## config.mk

```make
export PLATFORM = sky130hd
export DESIGN_NAME = tmdf_div
export DESIGN_NICKNAME = d
export VERILOG_FILES = /design/src/design/assert_macros.svh /design/src/design/tmdf_pkg.sv /design/src/design/tmdf_div.sv
export SDC_FILE = /design/constraint.sdc
export NUM_CORES = 1
export LEC_CHECK = 0
export BUFFER_PORTS_ARGS = -buffer_cell sky130_fd_sc_hd__clkbuf_2
export CAP_MARGIN = 20
export CORE_MARGIN = 1.5
export CORE_UTILIZATION = 55
export CTS_CLUSTER_DIAMETER = 120
export DETAILED_ROUTE_END_ITERATION = 8
export PLACE_DENSITY_LB_ADDON = 0.12
export SLEW_MARGIN = 20
export SYNTH_ARGS = -nofsm -noshare
export SYNTH_HDL_FRONTEND = slang
export SYNTH_SLANG_ARGS = --single-unit
```

## constraint.sdc

```tcl
create_clock -name clk -period 7.3 [get_ports clk]
set_input_delay 1.46 -clock clk [delete_from_list [all_inputs] [get_ports clk]]
set_output_delay 1.46 -clock clk [all_outputs]
set_load 0.03 [all_outputs]
```

## src/design/assert_macros.svh

```systemverilog
// Shared assertion macros. Clock and reset are taken as clk and arst_n.
`ifndef ASSERT_MACROS_SVH
`define ASSERT_MACROS_SVH

// Same-cycle implication
`define TMDF_ASSERT_SAME(label, ante, cons, msg) \
	label: assert property (@(posedge clk) disable iff (!arst_n) (ante) |-> (cons)) \
		else $error(msg);

// Next-cycle implication
`define TMDF_ASSERT_NEXT(label, ante, cons, msg) \
	label: assert property (@(posedge clk) disable iff (!arst_n) (ante) |=> (cons)) \
		else $error(msg);

`endif

```

## src/design/tmdf_pkg.sv

```systemverilog
package tmdf_pkg;

	// Field widths
	localparam int CH_W   = 3;
	localparam int SMP_W  = 16;
	localparam int LVL_W  = 10;
	localparam int CIDX_W = 2;

	// Register indexes
	localparam logic [CIDX_W-1:0] REG_DISTANCE_LIMIT = 2'd0;
	localparam logic [CIDX_W-1:0] REG_LEVEL_OFFSET   = 2'd1;
	localparam logic [CIDX_W-1:0] REG_LEVEL_CEILING  = 2'd2;
	localparam logic [CIDX_W-1:0] REG_DEADBAND       = 2'd3;

	// Register reset values
	localparam logic [SMP_W-1:0] RST_DISTANCE_LIMIT = 16'd1000;
	localparam logic [LVL_W-1:0] RST_LEVEL_OFFSET   = 10'd100;
	localparam logic [LVL_W-1:0] RST_LEVEL_CEILING  = 10'd500;
	localparam logic [LVL_W-1:0] RST_DEADBAND       = 10'd3;

	typedef struct packed {
		logic [SMP_W-1:0] distance_limit;
		logic [LVL_W-1:0] level_offset;
		logic [LVL_W-1:0] level_ceiling;
		logic [LVL_W-1:0] deadband;
	} tmdf_cfg_t;

	// Trimmed mean of one burst, on its way to the hold stage
	typedef struct packed {
		logic [CH_W-1:0]  ch;
		logic [SMP_W-1:0] mean;
	} tmdf_mean_t;

	// One result beat
	typedef struct packed {
		logic [CH_W-1:0]  out_channel;
		logic [LVL_W-1:0] level;
		logic [LVL_W-1:0] held_level;
		logic             changed;
	} tmdf_res_t;

endpackage

```

## src/design/tmdf_div.sv

```systemverilog
// Division of the trimmed sum by SAMPLES-2 via reciprocal multiply
module tmdf_div import tmdf_pkg::*; #(
	parameter int SAMPLES = 7,
	parameter int SUM_W   = 19
) (
	input  logic             clk,
	input  logic             mv2,
	input  logic [CH_W-1:0]  ch_s2,
	input  logic [SUM_W-1:0] trim_s2,
	output tmdf_mean_t       mean_s3
);

	// floor(n/D) == (n*M) >> SH for all n < 2**SUM_W, M = ceil(2**SH / D)
	localparam int DIV    = SAMPLES - 2;
	localparam int LOG_D  = (DIV > 1) ? $clog2(DIV) : 0;
	localparam int SH     = SUM_W + LOG_D;
	localparam int M_W    = SUM_W + 1;
	localparam longint unsigned RECIP_L = ((longint'(1) << SH) + DIV - 1) / DIV;
	localparam logic [M_W-1:0]  RECIP   = M_W'(RECIP_L);

	logic [SUM_W+M_W-1:0] prod;

	assign prod = (SUM_W + M_W)'(trim_s2) * (SUM_W + M_W)'(RECIP);

	always_ff @(posedge clk) begin
		if (mv2) begin
			mean_s3.ch   <= ch_s2;
			mean_s3.mean <= prod[SH +: SMP_W];
		end
	end

endmodule

```

=== Word level (Yosys, flattened, before mapping) ===
Index checks and enable logic that the tools add are counted.
Widths: inputs -> output; s select.

* Register bits: 19
* Bits of input ports: 24
* Output and inout bits: 19
* Logic and storage cells: 3

* Multipliers: 1

{| class="wikitable"
|+ Operators by type and width
! operator !! number
|-
| $mul 19x20->38 const B || 1
|}

=== Depth between registers and ports, before layout ===
* Word-level depth: 1
* Depth in mapped cells: 20
* Mapped depth without buffers: 19

=== Worst setup path before layout ===
No wires, ideal clock.

* Path type: input -> register
* Start point: input port trim_s2[4]
* End point: register mean_s3[10] (netlist bit), data pin
* Arrival time: 6.197 ns
* Data required time: 7.026 ns
* Slack: 0.829 ns
* Cell stages on the path: 20
* Cell sequence: ha_1 -> inv_1 -> fa_1 -> inv_1 -> fa_1 -> inv_1 -> fa_1 -> inv_1 -> fa_1 -> inv_1 -> fa_1 -> inv_1 -> ha_1 -> buf_2 -> a21o_1 -> a311oi_1 -> o31ai_1 -> or3b_1 -> o2111ai_1 -> a31oi_1

* Longest elaborated chain between the ends: 1

{| class="wikitable"
|+ RTL lines
! what !! RTL line !! RTL
|-
| start: declaration || tmdf_div.sv:9 || <nowiki>input logic [SUM_W-1:0] trim_s2,</nowiki>
|-
| $mul 19x20->38 || tmdf_div.sv:23 || <nowiki>assign prod = (SUM_W + M_W)'(trim_s2) * (SUM_W + M_W)'(RECIP);</nowiki>
|-
| named net prod[32] || tmdf_div.sv:21 || <nowiki>logic [SUM_W+M_W-1:0] prod;</nowiki>
|-
| end: declaration || tmdf_div.sv:10 || <nowiki>output tmdf_mean_t mean_s3</nowiki>
|}

The timed path passes the listed nets, and every way through them passes these cells.
A chain may end at the register's enable or synchronous reset.

=== Worst setup path in the final report ===
Ends and elaborated chain as after synthesis.

==> Flow_metrics.wiki <==
{| class="wikitable"
! Metric !! Value
|-
| Final TNS setup || 0 ns
|-
| Routed wire length || 15.6 mm
|-
| Synth-to-Final Area Change || 6.75%
|-
| Largest register FFs || 19
|-
| Compound-gate portion of the synthesized area || 10.6%
|-
| Leading area contributor after synthesis || fa_1
|-
| FFs w/ async S/R, synth || 0%
|-
| Routed wirelength normalized by instance count || 17.8 um
|-
| Flops & latches, synth || 19
|-
| CP top delay family || adder cells
|-
| Ant diodes || 0
|-
| Number of filler cells placed in the layout || 1070
|-
| Ports placed on the boundary || 43
|-
| Hold-fix buffers at CTS || 0
|-
| Syn Std Cell Area || 6450 um2
|-
| Starting Density || 56.5%
|-
| Top cell types by occurrence after synthesis || 213 x inv_1, 134 x ha_1, 99 x fa_1
|-
| Number of rows created at floorplan || 39
|-
| Registers with the most flip-flops || mean_s3 (19)
|-
| Top reg by flops || mean_s3
|-
| Buf/Inv on CP || 7
|-
| Delay of the slowest critical-path stage || 0.58 ns
|-
| Share of the core filled with cells in the final layout || 60.3%
|-
| Fraction of synthesized cell area in xor and xnor cells || 1.49%
|-
| Worst hold path class || input port to flip-flop
|-
| Placer's final routability congestion estimate || 0.986
|-
| Number of instances resized during post-cts repair || 0
|-
| Number of warning messages in the yosys log || 0
|-
| Remaining Overflow, GRT || 0
|-
| Cell count after synthesis || 698
|-
| Cts bufs inserted || 3
|-
| Total of endpoints with negative setup slack in the final report || 0
|-
| Largest cells by area after synthesis || fa_1 31%, ha_1 26%, inv_1 12%, edfxtp_1 8.8%, a21oi_1 2.4%
|-
| Worst endpoint required time || 7.39 ns
|-
| Overall global routing resource usage || 27.5%
|-
| WHS Path Cells || 1
|-
| Clock sink total || 19
|-
| Terminating pin of the worst hold path || mean_s3[18]$_DFFE_PP_
|-
| Portion of netlist area occupied by mux cells || 0.640%
|-
| Worst Hold Launch || ch_s2[2]
|-
| Crit path capture type || flip-flop
|-
| Number of global-route vias before repair || 5407
|-
| DRC marker count from the first detailed-route iteration || 212
|-
| Main flop type after synthesis || edfxtp_1
|-
| CP max FO || 8
|-
| HPWL after detailed placement || 14.1 mm
|-
| Sequential-to-total area share from yosys stat || 8.84%
|-
| Clock buffer depth || 2
|-
| Vias per inst || 5.66
|-
| Number of nets in the synthesized netlist || 955
|-
| Average cell area after synthesis || 9.25 um2
|-
| Area fraction in and, or, nand and nor cells after synthesis || 8.65%
|-
| Buffers added on ports || 42
|-
| Timing-limited maximum frequency || 145 MHz
|-
| Number of max-cap violations || 0
|-
| RSZ-0062 raised after global routing || no
|-
| Combinational family with the most area after synthesis || adder cells
|-
| Type of the setup path with the least slack || input port to flip-flop
|-
| Fin nets || 994
|-
| Kind of launch point of the worst setup path || input port
|-
| Total vias in the final route || 4972
|-
| Post-synthesis adder-cell area fraction || 56.7%
|-
| Fraction of final layout cells sized beyond drive strength 1 || 7.20%
|-
| Global-route wire length before repair || 26.7 mm
|-
| # DRC || 0
|-
| EDFF count, synth || 19
|-
| Count of buffers added by post-CTS timing repair for setup || 0
|-
| Full die area || 12400 um2
|-
| Number of slew-limit violations in the final report || 0
|-
| Worst-path cell chain || clkbuf_2 -> ha_1 -> inv_1 -> fa_1 -> inv_1 -> fa_1 -> inv_1 -> fa_1 -> inv_1 -> fa_1 -> inv_1 -> fa_1 -> inv_1 -> ha_1 -> and3_1 -> nor2b_1 -> nand2_1 -> o2bb2ai_1 -> o2111ai_1 -> a31oi_1
|-
| Worst relative slew slack || 58.2%
|-
| Number of levels the H-tree was split into || 1
|-
| Root Buffer Master || clkbuf_16
|-
| Cell with the most instances after synthesis || inv_1
|-
| Synth unique cells || 58
|-
| Pin count of the biggest net entering global routing || 20
|-
| Clock tree from TritonCTS || done
|-
| Chip height || 111 um
|-
| Router iterations before antenna repair || 5
|-
| Final period utilization || 94.7%
|-
| Antenna Violating Nets Remaining || 0
|-
| Transition at the pin with the smallest max-transition slack || 0.623 ns
|-
| Slowest stage cell on the critical path || fa_1
|-
| Hold Vio Cnt, Final || 0
|-
| Share of Yosys cell area claimed by the top area cell type || 30.7%
|-
| Result of the run || finished, final reports clean
|-
| Critical path's most frequent cell || inv_1
|-
| Initial antenna violation count || 0
|-
| Clk slew on worst S/H paths || 0.06 ns
|-
| Data arrival time at the worst-slack endpoint || 7.00 ns
|-
| Minimum clock period || 6.91 ns
|-
| Core footprint || 11400 um2
|-
| Chip width || 111 um
|}
final cells by class:
cell class / count / area (um2) / share of cell area [%]
multi-input combinational: 456 / 5040 / 73.1
inverter: 213 / 800 / 11.6
sequential: 19 / 571 / 8.28
timing repair buffer: 44 / 225 / 3.27
tap: 143 / 179 / 2.60
clock buffer: 4 / 78.8 / 1.14
layer usage:
layer | track usage [%] | vias to the layer above | part of all wire (%)
met3 | 3.92 | 11 | 4.9
met5 | 0 | - | 0
met1 | 35.1 | 2508 | 42
met4 | 3.88 | 0 | 1.2
met2 | 50.8 | 115 | 52
li1 | - | 2338 | -
logic make-up after synthesis:
logic type                 Yosys count
muxes                                4
xor gates and xnor gates            11
buffers and inverters              223
and+or+nand+nor                    106
adders and majority gates          233
DFF                                 19
AOI/OAI and AO/OA                  102
per-stage QoR:
stage / setup slack [ns] / hold WS, ns / std cells / instance area, um2
2_1_floorplan: 0.829 / 1.56 / 698 / 6450
3_3_place_gp: 0.364 / 1.64 / 875 / 6810
3_5_place_dp: 0.252 / 1.64 / 875 / 6810
4_1_cts: 0.519 / 1.38 / 879 / 6890
5_1_grt: 0.00938 / 1.38 / 879 / 6890
6_report: 0.386 / 1.38 / 879 / 6890
worst max-delay path by stage:
stage	slack [ns]	cells past startpoint	start	endpoint
global route	0.009	20	trim_s2[4]	mean_s3[10]$_DFFE_PP_
finish	0.39	20	trim_s2[4]	mean_s3[10]$_DFFE_PP_
CTS	0.52	20	trim_s2[4]	mean_s3[14]$_DFFE_PP_
floorplan	0.83	20	trim_s2[4]	mean_s3[10]$_DFFE_PP_
global placement	0.36	20	trim_s2[4]	mean_s3[14]$_DFFE_PP_
detailed placement	0.25	20	trim_s2[4]	mean_s3[14]$_DFFE_PP_
placed cells by master, fill, tap and decap left out, drive strengths merged, types with 2 or more instances in the layout:
cell,instances
or4,2
and3,9
o21ai,19
fa,99
o22a,2
a21oi,31
nor3,6
a31oi,3
nor4b,2
or3b,3
a311oi,4
o211ai,5
o2111ai,2
clkbuf,46
a211oi,6
o21a,2
edfxtp,19
or3,2
a21o,9
nand4,6
nand2,30
nor2b,3
a211o,2
nand3,12
buf,2
xnor2,9
nor2,17
and2,4
a31o,2
mux2i,3
inv,213
nor4,4
ha,134
xor2,2
o311ai,2
and4,3
Power is not shown: default switching activity piles up to over one toggle a cycle in this logic, so the estimate is an artifact.
