<file path="src/design/assert_macros.svh">
// Shared assertion macros. Clock and reset are taken as clk and arst_n.
`ifndef ASSERT_MACROS_SVH
`define ASSERT_MACROS_SVH

// Same-cycle implication
`define TMDF_ASSERT_SAME(label, ante, cons, msg) \
	label: assert property (@(posedge clk) disable iff (!arst_n) (ante) |-> (cons)) \
		else $error(msg);

// Next-cycle implication
`define TMDF_ASSERT_NEXT(label, ante, cons, msg) \
	label: assert property (@(posedge clk) disable iff (!arst_n) (ante) |=> (cons)) \
		else $error(msg);

`endif

</file>
<file path="src/design/tmdf_pkg.sv">
package tmdf_pkg;

	// Field widths
	localparam int CH_W   = 3;
	localparam int SMP_W  = 16;
	localparam int LVL_W  = 10;
	localparam int CIDX_W = 2;

	// Register indexes
	localparam logic [CIDX_W-1:0] REG_DISTANCE_LIMIT = 2'd0;
	localparam logic [CIDX_W-1:0] REG_LEVEL_OFFSET   = 2'd1;
	localparam logic [CIDX_W-1:0] REG_LEVEL_CEILING  = 2'd2;
	localparam logic [CIDX_W-1:0] REG_DEADBAND       = 2'd3;

	// Register reset values
	localparam logic [SMP_W-1:0] RST_DISTANCE_LIMIT = 16'd1000;
	localparam logic [LVL_W-1:0] RST_LEVEL_OFFSET   = 10'd100;
	localparam logic [LVL_W-1:0] RST_LEVEL_CEILING  = 10'd500;
	localparam logic [LVL_W-1:0] RST_DEADBAND       = 10'd3;

	typedef struct packed {
		logic [SMP_W-1:0] distance_limit;
		logic [LVL_W-1:0] level_offset;
		logic [LVL_W-1:0] level_ceiling;
		logic [LVL_W-1:0] deadband;
	} tmdf_cfg_t;

	// Trimmed mean of one burst, on its way to the hold stage
	typedef struct packed {
		logic [CH_W-1:0]  ch;
		logic [SMP_W-1:0] mean;
	} tmdf_mean_t;

	// One result beat
	typedef struct packed {
		logic [CH_W-1:0]  out_channel;
		logic [LVL_W-1:0] level;
		logic [LVL_W-1:0] held_level;
		logic             changed;
	} tmdf_res_t;

endpackage

</file>
<file path="src/design/tmdf_burst.sv">
// Input register, burst accumulator and trimmed-sum register
module tmdf_burst import tmdf_pkg::*; #(
	parameter int SAMPLES = 7,
	parameter int SUM_W   = 19
) (
	input  logic             clk,
	input  logic             arst_n,
	input  logic [SMP_W-1:0] distance_limit,
	input  logic             load1,
	input  logic [CH_W-1:0]  ch_in,
	input  logic [SMP_W-1:0] smp_in,
	input  logic             mv1,
	output logic             last,
	output logic [CH_W-1:0]  ch_s2,
	output logic [SUM_W-1:0] trim_s2
);

	localparam int CNT_W = $clog2(SAMPLES + 1);

	logic [CH_W-1:0]  ch_s1;
	logic [SMP_W-1:0] smp_s1;
	logic [SUM_W-1:0] sum_q;
	logic [SMP_W-1:0] min_q;
	logic [SMP_W-1:0] max_q;
	logic [CNT_W-1:0] cnt_q;

	logic [SMP_W-1:0] sat;
	logic [SUM_W-1:0] sum_n;
	logic [SMP_W-1:0] min_n;
	logic [SMP_W-1:0] max_n;

	// Input register
	always_ff @(posedge clk) begin
		if (load1) begin
			ch_s1  <= ch_in;
			smp_s1 <= smp_in;
		end
	end

	// Saturate and fold the sample into the running figures
	always_comb begin
		sat   = (smp_s1 > distance_limit) ? distance_limit : smp_s1;
		sum_n = sum_q + SUM_W'(sat);
		min_n = (sat < min_q) ? sat : min_q;
		max_n = (sat > max_q) ? sat : max_q;
		last  = (cnt_q == CNT_W'(SAMPLES - 1));
	end

	// Burst state; restarts after the closing sample
	always_ff @(posedge clk or negedge arst_n) begin
		if (!arst_n) begin
			sum_q <= '0;
			min_q <= '1;
			max_q <= '0;
			cnt_q <= '0;
		end else if (mv1) begin
			if (last) begin
				sum_q <= '0;
				min_q <= '1;
				max_q <= '0;
				cnt_q <= '0;
			end else begin
				sum_q <= sum_n;
				min_q <= min_n;
				max_q <= max_n;
				cnt_q <= cnt_q + CNT_W'(1);
			end
		end
	end

	// Trimmed sum: extremes dropped
	always_ff @(posedge clk) begin
		if (mv1 && last) begin
			ch_s2   <= ch_s1;
			trim_s2 <= sum_n - SUM_W'(min_n) - SUM_W'(max_n);
		end
	end

endmodule

</file>
<file path="config.mk">
export PLATFORM = sky130hd
export DESIGN_NAME = tmdf_burst
export DESIGN_NICKNAME = d
export VERILOG_FILES = /design/src/design/assert_macros.svh /design/src/design/tmdf_pkg.sv /design/src/design/tmdf_burst.sv
export SDC_FILE = /design/constraint.sdc
export NUM_CORES = 1
export LEC_CHECK = 0
export ABC_AREA = 1
export CELL_PAD_IN_SITES_DETAIL_PLACEMENT = 1
export CELL_PAD_IN_SITES_GLOBAL_PLACEMENT = 1
export CORE_ASPECT_RATIO = 0.6
export CORE_MARGIN = 2
export CORE_UTILIZATION = 35
export DETAILED_ROUTE_END_ITERATION = 16
export DONT_BUFFER_PORTS = 1
export GPL_TIMING_DRIVEN = 0
export PLACE_DENSITY = 0.69
export SLEW_MARGIN = 25
export SYNTH_ARGS = -nofsm -noshare
export SYNTH_HDL_FRONTEND = slang
export SYNTH_SLANG_ARGS = --single-unit
export TNS_END_PERCENT = 10
</file>
<file path="constraint.sdc">
create_clock -name clk -period 15.25 [get_ports clk]
set_clock_uncertainty 0.15 [all_clocks]
set_input_delay 3.05 -clock clk [delete_from_list [all_inputs] [get_ports clk]]
set_output_delay 3.05 -clock clk [all_outputs]
set_load 0.01 [all_outputs]
</file>
### Word-level counts from Yosys, hierarchy flattened

Cells that the tools add are included.

| operators by class | value |
|---|---|
| $add $sub $neg | 4 |
| order comparisons | 3 |
| div/mod/pow operators | 0 |
| multiply operators | 0 |
| equality and inequality tests | 1 |
| bitwise gates (word level) | 0 |
| shift-type cells | 0 |
| reduce and logical (&&, ||, !) cells | 1 |
| muxes and demuxes | 7 |

Operators by type and width:

| cell | count |
|---|---|
| $mux W16 | 5 |
| $sub A19 B16 Y19 | 2 |
| $gt A16 B16 Y1 | 2 |
| $add A19 B16 Y19 | 1 |
| $mux W19 | 1 |
| $lt A16 B16 Y1 | 1 |
| $add A3 B1 Y3 const B | 1 |
| $eq A3 B3 Y1 const B | 1 |
| $mux W3 | 1 |
| $logic_and A1 B1 Y1 | 1 |

| word-level totals | value |
|---|---|
| memories kept | 0 |
| bits in registers | 95 |
| output and inout port bits | 23 |
| bits in latches | 0 |
| bits in read-only memories | 0 |
| memory bits (writable) | 0 |
| logic and storage cells | 24 |

### Longest topological paths before layout

| logic depth | value |
|---|---|
| depth in word-level cells | 6 |
| mapped depth | 41 |

### Worst setup path after synthesis

OpenSTA, ideal clock, no wires.

| path | value |
|---|---|
| path type | in2reg |
| from | input distance_limit[7] |
| to | register trim_s2[14] (data pin) |
| setup slack | 6.940 ns |
| required time | 14.838 ns |
| stages on the path | 33 |
| data arrival time | 7.899 ns |
| buffers on the path | 2 |
| library setup time | 0.262 ns |
| cells stage by stage | inv_1 -> ha_1 -> a21o_1 -> nor2_1 -> nand2_1 -> nand2_1 -> nand2_2 -> nand2_2 -> clkbuf_1 -> nand2_1 -> o21ai_0 -> ha_1 -> a21oi_1 -> nor2_1 -> a211oi_1 -> nor2_1 -> a21oi_1 -> a32o_1 -> clkbuf_1 -> o21ai_0 -> fa_1 -> fa_1 -> nand3_1 -> nand3_1 -> nand2_1 -> nand2_1 -> a21oi_1 -> o21ai_2 -> a21oi_1 -> o21ai_1 -> a31oi_1 -> o21ai_1 -> xor2_1 |

| between the ends | value |
|---|---|
| longest elaborated chain between the ends | 6 |

RTL lines:

| element | line | text |
|---|---|---|
| from (decl) | tmdf_burst.sv:8 | `input logic [SMP_W-1:0] distance_limit,` |
| $gt A16 B16 Y1 | tmdf_burst.sv:42 | `sat = (smp_s1 > distance_limit) ? distance_limit : smp_s1;` |
| $mux W16 (*) | tmdf_burst.sv:42 |  |
| $lt A16 B16 Y1 | tmdf_burst.sv:44 | `min_n = (sat < min_q) ? sat : min_q;` |
| $mux W16 | tmdf_burst.sv:44 |  |
| $sub A19 B16 Y19 | tmdf_burst.sv:75 | `trim_s2 <= sum_n - SUM_W'(min_n) - SUM_W'(max_n);` |
| $sub A19 B16 Y19 (*) | tmdf_burst.sv:75 |  |
| to (signal assigned) | tmdf_burst.sv:75 |  |
| to (decl) | tmdf_burst.sv:15 | `output logic [SUM_W-1:0] trim_s2` |

Mark *: on every way between the ends. The rest lies on a longest branch, timed or not.
A chain may end at the register's enable or synchronous reset.

### Worst setup path after layout

| path | value |
|---|---|
| from | input distance_limit[15] |
| to | register trim_s2[14] (data pin) |

Same word-level chain as after synthesis.

==> impl_metrics.yaml <==
outcome:
  outcome: "finished clean"
yosys:
  ys_ff_latch: 95
  ys_types: 46
  yosys.area.top_type: "edfxtp_1"
  netlist_instances: 794
  netlist_area_sq_mm: 0.006913
  ys_warn_count: 0
  yosysTopAreaCellShare_pct: 17.81
  syn_avg_cell_area_sq_um: 8.706
  synth_fp_nets: 930
  synth-seq-area-share_pct: 37.65
  synth_area_leaders: "edfxtp_1 (18%), ha_1 (14%), dfrtp_1 (14%)"
setup_path:
  crit_family: "compound AO/OA/AOI/OAI gates"
  critPathKind: "primary input to flop"
  max_stage_delay_ns: 0.51
  critPathBufInv: 4
  cp-end-kind: "flop"
  cp_slowest_cell: "fa_1"
  reg2reg_from: "smp_s1[15]$_DFFE_PP_"
  startpoint: "distance_limit[15]"
  start_kind: "primary input"
  crit_end: "trim_s2[14]$_DFFE_PP_"
  critPathArrivalTime_ns: 9.64
  rrSetupSlack_ns: 7.92
  reg2reg_depth: 29
  required_ns: 15.22
  worstSetupPathDepth: 30
  r2r-end: "trim_s2[14]$_DFFE_PP_"
  crit_path_max_fanout: 10
sta:
  setup_viol: 0
  post-route-min-period_ns: 9.667
  hold_violations: 0
  worst_slack_ns: 5.583
  setup_tns_ns: 0
  max_slew_margin_pct: 40.20
  fmax_ghz: 0.1034
  final-max-slew-violation-count: 0
  worst_pin_slew_ns: 0.8936
  period_share_pct: 63.39
  rsz0062_at_grt: "no"
clock_tree:
  clkLatencyLatePin_ns: 0.37
  post_cts_resized: 0
  clk_pin_slew_ns: 0.07
  cts_tree: "done"
  clockBufferDepth: 2
  hold_buffers: 0
  clock-sinks: 95
  cts_setup_buffers: 0
  numCtsBuffers: 9
  htreeDepth: 3
  root_buffer: "clkbuf_16"
die:
  fp-row-count: 39
  core_sq_mm: 0.01918
  start_util_pct: 36.05
  ios: 62
  dieArea_sq_mm: 0.02093
  die_x_um: 185.4
  fp.dieH_um: 112.9
route:
  drc: 0
  first_iter_violations: 292
  viasPerCell: 5.066
  postRouteAntennaNets: 0
  vias: 5456
  drt_wl_total_mm: 19.84
  wl_per_cell_um: 18.42
  first_pass_iters: 4
placement:
  dp.cells: 1061
  io_buffers: 0
  place_hpwl_mm: 15.84
  placed_area_sq_mm: 0.007273
  place_ws_ns: 5.286
  gp_congestion: 0.8230
flow_run:
  cap_violations: 0
cells_and_area:
  drive_above_1_share_pct: 7.891
  design_area_sq_mm: 0.007614
  antenna_cells: 0
  instances_no_fill: 1077
  fin_nets: 942
  synthToLayoutAreaGrowth_pct: 10.14
global_route:
  grt_util_all_layers_pct: 20.25
  grt_pass1_vias: 5697
  grt_overflow_total: 0
  grt_max_degree: 55
  grt_pass1_wl_mm: 32.04
  grt_antenna_before_repair: 0
min_path:
  hp-class: "flop to flop"
  min_from: "ch_s1[1]$_DFFE_PP_"
## state kept, by name, indices dropped and copies added, names as in the netlist
register	cells
cnt_q	3
max_q	16
ch_s1	3
ch_s2	3
min_q	16
smp_s1	16
sum_q	19
trim_s2	19
## placed cells by master, fill, tap and decap left out, types with 2 or more instances in the layout
cell type  count
clkbuf_16      9
o22ai_1       17
and2_1        13
a21oi_1       53
a22o_1        11
xnor2_1       11
nor2_2         3
dfstp_2       16
xor2_1        22
o211ai_1       3
edfxtp_1      41
nand2_4        2
ha_1          80
nand2_1      163
dfrtp_1       38
o21ai_0       44
nand2_2       10
clkbuf_1      14
o21ai_1       10
nor3_1         6
a31oi_1        2
nand3_1       49
o21ai_2        4
buf_2          6
nand3b_1       2
nand4_1        5
a21boi_2       2
nor2_1        26
inv_1        107
a211oi_1       3
bufinv_16      3
fa_1          17
## worst min-delay path by stage
stage | slack [ns] | endpoint | depth (start not counted)
after floorplan | 0.25 | ch_s2[0]$_DFFE_PP_ | 0
after global placement | 0.25 | ch_s2[0]$_DFFE_PP_ | 0
after detailed placement | 0.26 | ch_s2[2]$_DFFE_PP_ | 0
after CTS | 0.27 | ch_s2[2]$_DFFE_PP_ | 0
after global routing | 0.28 | ch_s2[2]$_DFFE_PP_ | 0
final | 0.27 | ch_s2[1]$_DFFE_PP_ | 0
## metal layers
layer  part of all wire [%]  GRT usage (%)  vias up  wire length, um
li1                       -              -     2700                -
met1                     52          30.15     2653            10250
met2                     41          28.51       89             8119
met3                    6.2          5.826       14             1223
met4                    1.3          5.238        0              251
met5                      0              0        -                0
## cells by family (layout without fill, tap and decap cells)
kind of cell | Yosys count | after routing | synth area share [%]
compound gates | 160 | 160 | 13.77
xor+xnor | 33 | 33 | 4.181
fa+ha+maj | 97 | 97 | 19.40
buf+inv | 128 | 145 | 7.240
flops | 95 | 95 | 37.65
simple gates | 281 | 281 | 17.76
## stage by stage
step | hold slack, ns | util (%)
6_report | 0.2716 | 39.70
3_3_place_gp | 0.2529 | 37.78
2_1_floorplan | 0.2503 | -
3_5_place_dp | 0.2561 | 37.93
5_1_grt | 0.2799 | 39.70
4_1_cts | 0.2725 | 39.70
## synth_stat cells, drive strengths merged
cell type and number:
a211oi 3, a21boi 2, a21o 1, a21oi 54
a221oi 1, a22o 11, a31oi 2, a32o 1
a41oi 1, and2 13, buf 8, clkbuf 12
clkinv 1, dfrtp 38, dfstp 16, edfxtp 41
fa 17, ha 80, inv 107, nand2 175
nand3 49, nand3b 2, nand4 5, nor2 30
nor3 6, nor3b 1, o2111ai 1, o211ai 3
o21a 1, o21ai 58, o21bai 1, o221a 1
o22ai 17, o311ai 1, o31ai 1, xnor2 11
xor2 22
## area by class of cell
class	instances	area (sq um)
Timing Repair Buffer	1	20.02
Clock buffer	13	250.2
Fill cell	2227	11560
Tap cell	266	332.8
Buffer	20	95.09
Inverter	108	405.4
Sequential cell	95	2603
Clock inverter	3	90.09
Multi-Input combinational cell	571	3817
Power is not shown: default switching activity piles up to over one toggle a cycle in this logic, so the estimate is an artifact.
