**config.mk**
```make
export PLATFORM = sky130hd
export DESIGN_NAME = tmdf_hold
export DESIGN_NICKNAME = d
export VERILOG_FILES = /design/src/design/assert_macros.svh /design/src/design/tmdf_pkg.sv /design/src/design/tmdf_hold.sv
export SDC_FILE = /design/constraint.sdc
export NUM_CORES = 1
export LEC_CHECK = 0
export ABC_AREA = 1
export ABC_CLOCK_PERIOD_IN_PS = 5370
export CAP_MARGIN = 25
export CORE_ASPECT_RATIO = 2
export CORE_MARGIN = 2
export CORE_UTILIZATION = 45
export DETAILED_ROUTE_END_ITERATION = 16
export DONT_BUFFER_PORTS = 1
export RECOVER_POWER = 100
export SLEW_MARGIN = 20
export SYNTH_ARGS = -nofsm -noshare
export SYNTH_HDL_FRONTEND = slang
export SYNTH_SLANG_ARGS = --single-unit
```
**constraint.sdc**
```tcl
create_clock -name clk -period 5.37 [get_ports clk]
set_input_delay 0.537 -clock clk [delete_from_list [all_inputs] [get_ports clk]]
set_output_delay 0.537 -clock clk [all_outputs]
set_load 0.02 [all_outputs]
```
**src/design/assert_macros.svh**
```systemverilog
// Shared assertion macros. Clock and reset are taken as clk and arst_n.
`ifndef ASSERT_MACROS_SVH
`define ASSERT_MACROS_SVH

// Same-cycle implication
`define TMDF_ASSERT_SAME(label, ante, cons, msg) \
	label: assert property (@(posedge clk) disable iff (!arst_n) (ante) |-> (cons)) \
		else $error(msg);

// Next-cycle implication
`define TMDF_ASSERT_NEXT(label, ante, cons, msg) \
	label: assert property (@(posedge clk) disable iff (!arst_n) (ante) |=> (cons)) \
		else $error(msg);

`endif

```
**src/design/tmdf_pkg.sv**
```systemverilog
package tmdf_pkg;

	// Field widths
	localparam int CH_W   = 3;
	localparam int SMP_W  = 16;
	localparam int LVL_W  = 10;
	localparam int CIDX_W = 2;

	// Register indexes
	localparam logic [CIDX_W-1:0] REG_DISTANCE_LIMIT = 2'd0;
	localparam logic [CIDX_W-1:0] REG_LEVEL_OFFSET   = 2'd1;
	localparam logic [CIDX_W-1:0] REG_LEVEL_CEILING  = 2'd2;
	localparam logic [CIDX_W-1:0] REG_DEADBAND       = 2'd3;

	// Register reset values
	localparam logic [SMP_W-1:0] RST_DISTANCE_LIMIT = 16'd1000;
	localparam logic [LVL_W-1:0] RST_LEVEL_OFFSET   = 10'd100;
	localparam logic [LVL_W-1:0] RST_LEVEL_CEILING  = 10'd500;
	localparam logic [LVL_W-1:0] RST_DEADBAND       = 10'd3;

	typedef struct packed {
		logic [SMP_W-1:0] distance_limit;
		logic [LVL_W-1:0] level_offset;
		logic [LVL_W-1:0] level_ceiling;
		logic [LVL_W-1:0] deadband;
	} tmdf_cfg_t;

	// Trimmed mean of one burst, on its way to the hold stage
	typedef struct packed {
		logic [CH_W-1:0]  ch;
		logic [SMP_W-1:0] mean;
	} tmdf_mean_t;

	// One result beat
	typedef struct packed {
		logic [CH_W-1:0]  out_channel;
		logic [LVL_W-1:0] level;
		logic [LVL_W-1:0] held_level;
		logic             changed;
	} tmdf_res_t;

endpackage

```
**src/design/tmdf_hold.sv**
```systemverilog
// Offset, ceiling, deadband hold per channel and result register
module tmdf_hold import tmdf_pkg::*; #(
	parameter int CHANNELS = 5
) (
	input  logic       clk,
	input  logic       arst_n,
	input  tmdf_cfg_t  cfg,
	input  logic       mv3,
	input  tmdf_mean_t mean_s3,
	output tmdf_res_t  res_q
);

	localparam int HIDX_W = (CHANNELS > 1) ? $clog2(CHANNELS) : 1;

	logic [LVL_W-1:0]  held_q [CHANNELS];
	logic [HIDX_W-1:0] idx;
	logic [SMP_W-1:0]  corr;
	logic [LVL_W-1:0]  lvl;
	logic [LVL_W-1:0]  held;
	logic [LVL_W-1:0]  diff;
	logic              chg;

	// Level after offset (floored at zero) and ceiling
	always_comb begin
		idx  = HIDX_W'(mean_s3.ch);
		corr = (mean_s3.mean > SMP_W'(cfg.level_offset))
			? mean_s3.mean - SMP_W'(cfg.level_offset) : '0;
		lvl  = (corr > SMP_W'(cfg.level_ceiling)) ? cfg.level_ceiling : corr[LVL_W-1:0];
		held = held_q[idx];
		diff = (held > lvl) ? held - lvl : lvl - held;
		chg  = (diff > cfg.deadband);
	end

	// Held values per channel
	always_ff @(posedge clk or negedge arst_n) begin
		if (!arst_n) begin
			for (int i = 0; i < CHANNELS; i++) begin
				held_q[i] <= '0;
			end
		end else if (mv3 && chg) begin
			held_q[idx] <= lvl;
		end
	end

	// Result register
	always_ff @(posedge clk) begin
		if (mv3) begin
			res_q.out_channel <= mean_s3.ch;
			res_q.level       <= lvl;
			res_q.held_level  <= chg ? lvl : held;
			res_q.changed     <= chg;
		end
	end

endmodule

```
=== After elaboration in Yosys (flattened, before gate mapping) ===
Cells that the tools add are included.

* Add/subtract/negate cells: 3
* Magnitude comparators: 6
* Bitwise operators: 1
* Reductions and logical operators: 2
* Multiplexer cells: 10

{| class="wikitable"
|+ Operators with widths
! kind !! number
|-
| $mux W10 || 6
|-
| $bwmux W50 || 1
|-
| $gt A16 B10 Y1 || 2
|-
| $bmux W10 S3 || 1
|-
| $demux W10 S3 || 1
|-
| $gt A10 B10 Y1 || 2
|-
| $sub A10 B10 Y10 || 2
|-
| $mux W16 || 1
|-
| $sub A16 B10 Y16 || 1
|-
| $ge A4 B4 Y1 const B || 1
|-
| $lt A4 B1 Y1 const B || 1
|-
| $not A3 Y4 || 1
|-
| $logic_and A1 B1 Y1 || 2
|}

* Logic and storage cells: 31
* Output and inout port bits: 24
* Flip-flop bits (word level): 74
* Input bits: 68

=== Longest topological paths before layout ===
Gate-level depths: netlist of the first run.

* Depth after elaboration: 8
* Depth in mapped cells: 50
* Mapped depth without buffers: 48

=== Worst setup path after synthesis of the first run ===
Ideal clock, no wire load.

* Path type: input port to flip-flop
* Start point: input port mean_s3[0] (netlist bit)
* End point: register res_q[9] (netlist bit) (data pin)
* Cell stages on the path: 41
* Path buffers: 3
* Arrival time: 6.026 ns
* Setup time: 0.269 ns
* Required time: 5.101 ns
* Setup slack: -0.926 ns
* Path through: inv_1 ha_1 inv_1 fa_1 nand2_1 nand2_1 nand3_2 nand2_2 nand2_2 nand2_4 nand2_4 clkinv_4 nand3_1 inv_1 ha_1 nand4_1 inv_1 nand3_1 (+5 left out) nand2_1 inv_1 fa_1 a221o_1 a21oi_1 o21ai_0 xor2_1 nand2_1 nand2_1 ha_1 nand2_1 nor2_1 nand4_1 nand3b_1 nand2_1 clkbuf_1 clkbuf_1 o21ai_0

* Cells in the longest elaborated chain, start to end: 8
* Elaborated cells between the ends (all ways): 11
* Those cells by class: add/sub: 3; order compare: 4; mux: 4

{| class="wikitable"
|+ Ends and longest elaborated chain
! element !! line !! RTL
|-
| from (decl) || tmdf_hold.sv:9 || <nowiki>input tmdf_mean_t mean_s3,</nowiki>
|-
| $sub A16 B10 Y16 or $gt A16 B10 Y1 (tied branches) || tmdf_hold.sv:27, tmdf_hold.sv:26 ||
|-
| $mux W16 * || tmdf_hold.sv:27 || <nowiki>? mean_s3.mean - SMP_W'(cfg.level_offset) : '0;</nowiki>
|-
| $gt A16 B10 Y1 || tmdf_hold.sv:28 || <nowiki>lvl = (corr > SMP_W'(cfg.level_ceiling)) ? cfg.level_ceiling : corr[LVL_W-1:0];</nowiki>
|-
| $mux W10 * || tmdf_hold.sv:28 ||
|-
| named net lvl[1] || tmdf_hold.sv:18 || <nowiki>logic [LVL_W-1:0] lvl;</nowiki>
|-
| $sub A10 B10 Y10 or $gt A10 B10 Y1 (tied branches) || tmdf_hold.sv:30 || <nowiki>diff = (held > lvl) ? held - lvl : lvl - held;</nowiki>
|-
| $mux W10 * || tmdf_hold.sv:30 ||
|-
| $gt A10 B10 Y1 * || tmdf_hold.sv:31 || <nowiki>chg = (diff > cfg.deadband);</nowiki>
|-
| $mux W10 * || tmdf_hold.sv:50 || <nowiki>res_q.held_level <= chg ? lvl : held;</nowiki>
|-
| to (decl) || tmdf_hold.sv:10 || <nowiki>output tmdf_res_t res_q</nowiki>
|}

The timed path passes the listed nets; every way through them passes the cells marked *.
A chain may end at the register's enable or synchronous reset.

=== Worst setup path in the final report of the first run ===
* Start point: input port mean_s3[0] (netlist bit)
* End point: register held_q[27] (netlist bit)

* Cells in the longest elaborated chain, start to end: 8
* Elaborated cells between the ends (all ways): 12
* Those cells by class: add/sub: 3; order compare: 4; mux: 4; reduce/logical: 1

{| class="wikitable"
|+ Ends and longest elaborated chain
! element !! line !! RTL
|-
| $sub A16 B10 Y16 or $gt A16 B10 Y1 (tied branches) || tmdf_hold.sv:27, tmdf_hold.sv:26 ||
|-
| $mux W16 * || tmdf_hold.sv:27 ||
|-
| $gt A16 B10 Y1 || tmdf_hold.sv:28 ||
|-
| $mux W10 * || tmdf_hold.sv:28 ||
|-
| $sub A10 B10 Y10 or $gt A10 B10 Y1 (tied branches) || tmdf_hold.sv:30 ||
|-
| $mux W10 || tmdf_hold.sv:30 ||
|-
| $gt A10 B10 Y1 || tmdf_hold.sv:31 ||
|-
| $logic_and A1 B1 Y1 || tmdf_hold.sv:40 || <nowiki>end else if (mv3 && chg) begin</nowiki>
|-
| to (signal, indexed assignment) || tmdf_hold.sv:41 || <nowiki>held_q[idx] <= lvl;</nowiki>
|-
| to (decl) || tmdf_hold.sv:15 || <nowiki>logic [LVL_W-1:0] held_q [CHANNELS];</nowiki>
|}

Mark *: on every way between the ends. The rest lies on a longest branch, timed or not.

==> impl_results.md, run 1 <==
- Outcome: finished, violations left
- Violations in the final reports: max-capacitance violations, max-slew violations, negative setup slack
- Vias in the first global route: 5891
- Critical Path Max Stage Delay: 0.40 ns
- Final Hold Viols: 0
- Yosys cell types: 47
- DP HPWL: between 10000 and 15000 um
- Flops & latches, synth: 74
- Yosys warnings: 0
- CTS tree: built
- WP data arrival: ~6.0 ns
- Clk slew on worst S/H paths: 0.06 ns
- Maximum VDD drop: 0.000309 V
- Max Cap Viol: 1
- PortBufs: 0
- Leakage: 4.19 nW
- P&R area growth vs syn: 42.2%
- Total core area: between 10000 and 15000 um^2
- Worst path bufs/invs: 9
- Chip Width: approximately 83 um
- Slowest cell on the critical path: fa_2
- Max-slew violations: 51
- Mapped Cells: 740
- 1st-pass router iterations: 4
- RSZ-0062 raised after global routing: yes
- Fmax: 172 MHz
- Number of fill cells: 1011
- Initial DRC Count: approximately 270
- Cts bufs inserted: 9
- DR WL/cell: ~16 um
- Grt ovf: 0
- Crit-path max FO: 12
- GPL Wtd Cong: 0.940
- Total power: roughly 3.6 mW
- Gr usage total: 0.256
- Hold_ws: 0.292 ns
- CP startpoint kind: input pin
- Routed Antenna Nets: 0
- Layout Skew: 0.0120 ns
- Die area: 13400 um^2
- Ports: 92
- Worst-Skew Late Latency: 0.34 ns
- Final setup fails: 61
- CP top delay family: simple AND/OR/NAND/NOR gates
- Post-synthesis sequential area ratio: 0.352
- Min setup slack post-route: -0.441 ns
- Final #Nets: 998
- Avg Cell Area, Syn: between 7 and 8 um^2
- WP data required: between 5 and 6 ns
- Largest net degree at the start of global routing: 51
- Clock sinks: 74
- Die Y: ~160 um
- Root buf cell: clkbuf_16
- Power Dens Cells: roughly 450 nW/um^2
- Most frequent cells in the layout: nand2_1 (157), buf_4 (130), inv_1 (114), o21ai_1 (54), dfrtp_1 (50)
- Overall routed net length: around 17000 um
- Slew Limit Headroom: -0.761
- Worst Setup End Kind: register
- Cell area after synthesis: 5600 um^2
- Initial Utilization: 0.462
- Fin crit period: around 5.8 ns
- Tightest Hold Check Type: input pin to register
- First-pass GRT wire length: about 27000 um
- Cell area after placement: 6830 um^2
- DR vias: 5459
- Via density: 5.28
- Site Rows: 57
- CTS H-tree lvls: 3
- Clock Path Buffers: 2
- Final period util: 1.08
- Syn nets: 857
- DP Worst Slack: -1.03 ns
- WS Path Type: input pin to register
- Worst-Margin Slew: 2.64 ns
- DRC viols: 0
- Antenna violations before repair: 0
- Ant. Diodes: 0
- Layout cells sized above 1: 0.374
- Design Area, Final: 7970 um^2
- Commonest non-fill, non-tap cell in the layout: nand2_1
[worst paths after layout]
check | from | endpoint | slack [ns] | cells after the start
setup / recovery | mean_s3[0] | held_q[27]$_DFFE_PN0P_ | -0.44 | 47
hold reg to reg | held_q[25]$_DFFE_PN0P_ | held_q[25]$_DFFE_PN0P_ | 0.49 | 2
hold / removal | mean_s3[17] | res_q[22]$_DFFE_PP_ | 0.29 | 0
min in group asynchronous | arst_n | held_q[0]$_DFFE_PN0P_ | 1.02 | 1
max in group asynchronous | arst_n | held_q[34]$_DFFE_PN0P_ | 2.83 | 1
setup reg to reg | held_q[31]$_DFFE_PN0P_ | held_q[27]$_DFFE_PN0P_ | 0.88 | 23
[stage by stage]
| step | utilization | std cells | TNS, ns |
|---|---|---|---|
| final | 0.657 | 1033 | -22.39 |
| after global routing | 0.657 | 1033 | -42.56 |
| after CTS | 0.635 | 1028 | -18.05 |
| after detailed placement | 0.563 | 991 | -57.20 |
| after global placement | 0.563 | 991 | -51.34 |
| after floorplan | - | 740 | -19.47 |
[routing by layer]
metal | wire length [um] | part of all wire | global-route usage
met4 | 1030 | 0.061 | 0.180
met2 | 10300 | 0.61 | 0.527
met1 | 5090 | 0.30 | 0.210
met5 | 0 | 0 | 0
met3 | 472 | 0.028 | 0.0361
[worst register-to-register path, stage by stage, from the launching register on]
cell and delay [ns]:
dfrtp_1 0.39, a22o_1 0.23, nor4_1 0.61, inv_1 0.24, ha_1 0.36, nand2_1 0.07
buf_4 0.14, o21ai_0 0.32, a21oi_1 0.15, nand2_1 0.09, nand2_1 0.05, nand4_1 0.08
nand2_1 0.06, ha_1 0.30, nand2_1 0.09, nor2_4 0.09, nand4_1 0.09, o211ai_1 0.21
nand2_2 0.16, nor2_4 0.21, nand2_1 0.12, buf_6 0.16, nand2_1 0.07, o21ai_1 0.09
[report_power, final]
part / leakage (nW) / total (mW) / switching, mW / internal [mW]
clock: 0.140 / 0.585 / 0.230 / 0.355
combinational: 3.18 / 1.99 / 1.02 / 0.969
sequential: 0.875 / 1.03 / 0.191 / 0.836
[cell usage after synthesis, drive strengths merged]
master,count,area share
a21o,4,0.0054
xor2,15,0.023
fa,3,0.011
clkbuf,22,0.015
o211ai,2,0.0027
nand3,25,0.028
nor2,33,0.027
nand4,12,0.015
ha,46,0.10
o21bai,2,0.0027
a22o,9,0.014
a22oi,1,0.0013
buf,2,0.0029
a31oi,1,0.0011
nand3b,3,0.0047
edfxtp,24,0.13
a21oi,29,0.031
o21ai,80,0.076
dfrtp,50,0.22
xnor2,3,0.0047
nor3,3,0.0027
nand2,215,0.16
and2,2,0.0022
inv,129,0.086
or2,7,0.0078
nor4,10,0.011
clkinv,2,0.0022
o21a,1,0.0013
a221oi,1,0.0016
a211oi,2,0.0027
a221o,1,0.0018
o221ai,1,0.0016
[kinds of logic (layout without fill, tap and decap cells)]
| kind of cell | after synthesis | after routing | share of synthesized area |
|---|---|---|---|
| fa+ha+maj | 49 | 49 | 0.113 |
| flops | 74 | 74 | 0.352 |
| simple gates | 310 | 312 | 0.257 |
| buf+inv | 155 | 299 | 0.106 |
| xor+xnor | 18 | 18 | 0.0281 |
| compound gates | 134 | 134 | 0.143 |
[registers in the layout, indices dropped and copies added (netlist names)]
signal  count
held_q     50
res_q      24
[area by class of cell]
cell class | count | area, um^2 | area share
inverter | 131 | 539 | 0.0677
sequential | 74 | 1970 | 0.248
clock inverter | 1 | 6.26 | 0.000785
clock buffer | 15 | 279 | 0.0350
tap | 147 | 184 | 0.0231
timing repair buffer | 152 | 1260 | 0.158
multi-input combinational | 513 | 3730 | 0.468
[repair_timing]
| action | CTS | global route |
|---|---|---|
| resized for setup | 88 | 69 |
| pin swaps | 33 | 25 |
| hold buffers | 1 | 0 |
| setup endpoints to repair | 61 | 61 |
| endpoints found under the hold margin | 50 | 0 |
| setup buffers | 16 | 6 |
| cloned | 4 | 0 |
(Power assumes the default switching activity.)
==> run 2, diff against run 1 <==
--- a/config.mk
+++ b/config.mk
@@ -8,12 +8,12 @@
 export ABC_AREA = 1
 export ABC_CLOCK_PERIOD_IN_PS = 5370
 export CAP_MARGIN = 25
-export CORE_ASPECT_RATIO = 2
+export CORE_ASPECT_RATIO = 1.4
 export CORE_MARGIN = 2
 export CORE_UTILIZATION = 45
 export DETAILED_ROUTE_END_ITERATION = 16
 export DONT_BUFFER_PORTS = 1
-export RECOVER_POWER = 100
+export MAX_ROUTING_LAYER = met4
 export SLEW_MARGIN = 20
 export SYNTH_ARGS = -nofsm -noshare
 export SYNTH_HDL_FRONTEND = slang
==> impl_results.md, run 2 (same netlist as run 1, synthesis figures left out) <==
- Chip Width: 98.3 um (was 82.9 um)
- Final setup fails: 61 (unchanged)
- CP startpoint kind: input pin (unchanged)
- Worst path bufs/invs: 8 (was 9)
- Most frequent cells in the layout: nand2_1 (137), buf_4 (128), inv_1 (112), nand2_2 (54), dfrtp_1 (50) (was nand2_1 (157), buf_4 (130), inv_1 (114), o21ai_1 (54), dfrtp_1 (50))
- Crit-path max FO: 8 (was 12)
- P&R area growth vs syn: 44.0% (was 42.2%)
- Min setup slack post-route: -0.351 ns (was -0.441 ns)
- CTS tree: built (unchanged)
- Reg-to-reg critical path startpoint: held_q[30]$_DFFE_PN0P_ (was held_q[31]$_DFFE_PN0P_)
- First-pass GRT wire length: 24400 um (was 27000 um)
- DP HPWL: 12000 um (was 13100 um)
- Final Hold Viols: 0 (unchanged)
- Commonest non-fill, non-tap cell in the layout: nand2_1 (unchanged)
- CP top delay family: simple AND/OR/NAND/NOR gates (unchanged)
- Largest net degree at the start of global routing: 51 (unchanged)
- GPL Wtd Cong: 0.964 (was 0.940)
- Internal reg-to-reg setup slack: 0.80 ns (was 0.88 ns)
- Total core area: 12300 um^2 (was 12100 um^2)
- Vias in the first global route: 5274 (was 5891)
- Util after Layout: 0.658 (was 0.657)
- WP data arrival: 5.94 ns (was 6.02 ns)
- Site Rows: 48 (was 57)
- Layout Skew: 0.0144 ns (was 0.0120 ns)
- Maximum VDD drop: 0.000214 V (was 0.000309 V)
- Worst Setup End Kind: register (unchanged)
- Clock Path Buffers: 2 (unchanged)
- Cts bufs inserted: 9 (unchanged)
- Clk slew on worst S/H paths: 0.06 ns (about the same)
- Outcome: finished, violations left (unchanged)
- Final period util: 1.07 (was 1.08)
- Start point of the critical path: cfg[25] (was mean_s3[0])
- DP Worst Slack: -0.991 ns (was -1.03 ns)
- DRC viols: 0 (unchanged)
- 1st-pass router iterations: 5 (was 4)
- Biggest register: held_q (unchanged)
- Final cell count without fillers: 1032 (was 1033)
- WP data required: 5.59 ns (was 5.58 ns)
- Root buf cell: clkbuf_16 (unchanged)
- Critical Path Max Stage Delay: 0.30 ns (was 0.40 ns)
- Clock sinks: 74 (unchanged)
- Depth of the worst register-to-register path: 25 (was 23)
- DR WL/cell: 15.4 um (was 16.4 um)
- Top flop regs: held_q: 50 flops, res_q: 24 flops (unchanged)
- Final #Nets: 994 (was 998)
- Antenna violations before repair: 0 (unchanged)
- Layout cells sized above 1: 0.417 (was 0.374)
- Leakage: 4.18 nW (was 4.19 nW)
- DR vias: 5338 (was 5459)
- Hold_ws: 0.0353 ns (was 0.292 ns)
- Crit path top cell by count: nand2_2
- Crit path depth: 48 (was 47)
- RSZ-0062 raised after global routing: yes (unchanged)
- Gr usage total: 0.236 (was 0.256)
- Total power: 3.43 mW (was 3.60 mW)
- Die Y: 136 um (was 162 um)
- Max Cap Viol: 0 (was 1)
- Violations in the final reports: negative setup slack (was max-capacitance violations, max-slew violations, negative setup slack)
- Tightest Hold Check Type: input pin to asynchronous set/reset pin (was input pin to register)
- Ant. Diodes: 0 (unchanged)
- Fmax: 175 MHz (was 172 MHz)
- Initial Utilization: 0.457 (was 0.462)
- Placed cell count: 993 (was 991)
- Via density: 5.17 (was 5.28)
- WS Path Type: input pin to register (unchanged)
- Worst-Skew Late Latency: 0.35 ns (was 0.34 ns)
- Worst-Margin Slew: 0.856 ns (was 2.64 ns)
- Routed Antenna Nets: 0 (unchanged)
- Largest register FFs: 50 (unchanged)
- Initial DRC Count: 242 (was 265)
- Ports: 92 (unchanged)
- CP endpoint: held_q[7]$_DFFE_PN0P_ (was held_q[27]$_DFFE_PN0P_)
- PortBufs: 0 (unchanged)
- Max-slew violations: 0 (was 51)
- CTS H-tree lvls: 3 (unchanged)
- Slowest cell on the critical path: o21ai_4 (was fa_2)
- Grt ovf: 0 (unchanged)
- Power Dens Cells: 425 nW/um^2 (was 452 nW/um^2)
- Number of fill cells: 1029 (was 1011)
- Reg-to-reg endpoint: held_q[7]$_DFFE_PN0P_ (was held_q[27]$_DFFE_PN0P_)
- Overall routed net length: 15900 um (was 16900 um)
- Fin crit period: 5.72 ns (was 5.81 ns)
- Die area: 13400 um^2 (about the same)
- Slew Limit Headroom: 0.424 (was -0.761)
[run 2: worst min path at each step]
stage                     startpoint                     end  slack (ns)
after floorplan               arst_n   held_q[0]$_DFFE_PN0P_        0.24
after global placement        arst_n  held_q[12]$_DFFE_PN0P_        0.24
after detailed placement      arst_n  held_q[12]$_DFFE_PN0P_        0.24
after CTS                     arst_n  held_q[12]$_DFFE_PN0P_        0.04
after global routing          arst_n  held_q[20]$_DFFE_PN0P_        0.05
final                         arst_n  held_q[20]$_DFFE_PN0P_        0.04
[run 2: power breakdown]
group          total [mW]  switching [mW]  internal (mW)
Clock               0.620           0.253          0.366
Sequential           1.04           0.203          0.835
Combinational        1.77           0.903          0.867
Total                3.43            1.36           2.07
[run 2: cell type report]
| class | count | area [um^2] | area share |
|---|---|---|---|
| clock inverter | 6 | 75.1 | 0.00931 |
| timing repair buffer | 150 | 1280 | 0.159 |
| sequential | 74 | 1970 | 0.245 |
| multi-input combinational | 511 | 3800 | 0.472 |
| clock buffer | 10 | 229 | 0.0284 |
| tap | 150 | 188 | 0.0233 |
| inverter | 131 | 518 | 0.0642 |
[run 2: timing repair]
item / 4_1_cts / 5_1_grt
pin swaps: 5 / 45
gates cloned: 1 / 2
hold endpoints to repair: 50 / 0
hold buffers: 1 / 0
gates resized for setup: 44 / 146
setup endpoints to repair: 61 / 61
buffers inserted: 7 / 12
[run 2: through the flow]
stage	TNS [ns]	instance area, um^2
finish	-18.75	8060
global route	-38.73	8060
CTS	-19.41	7370
detailed placement	-55.19	6820
global placement	-46.87	6820
floorplan	-19.47	5870
[run 2: layer usage]
metal / part of all wire / vias to the layer above / track usage
met5: 0 / - / -
met4: 0.027 / 0 / 0.0906
met3: 0.036 / 32 / 0.0308
met2: 0.55 / 136 / 0.431
met1: 0.39 / 2497 / 0.259
li1: - / 2673 / -
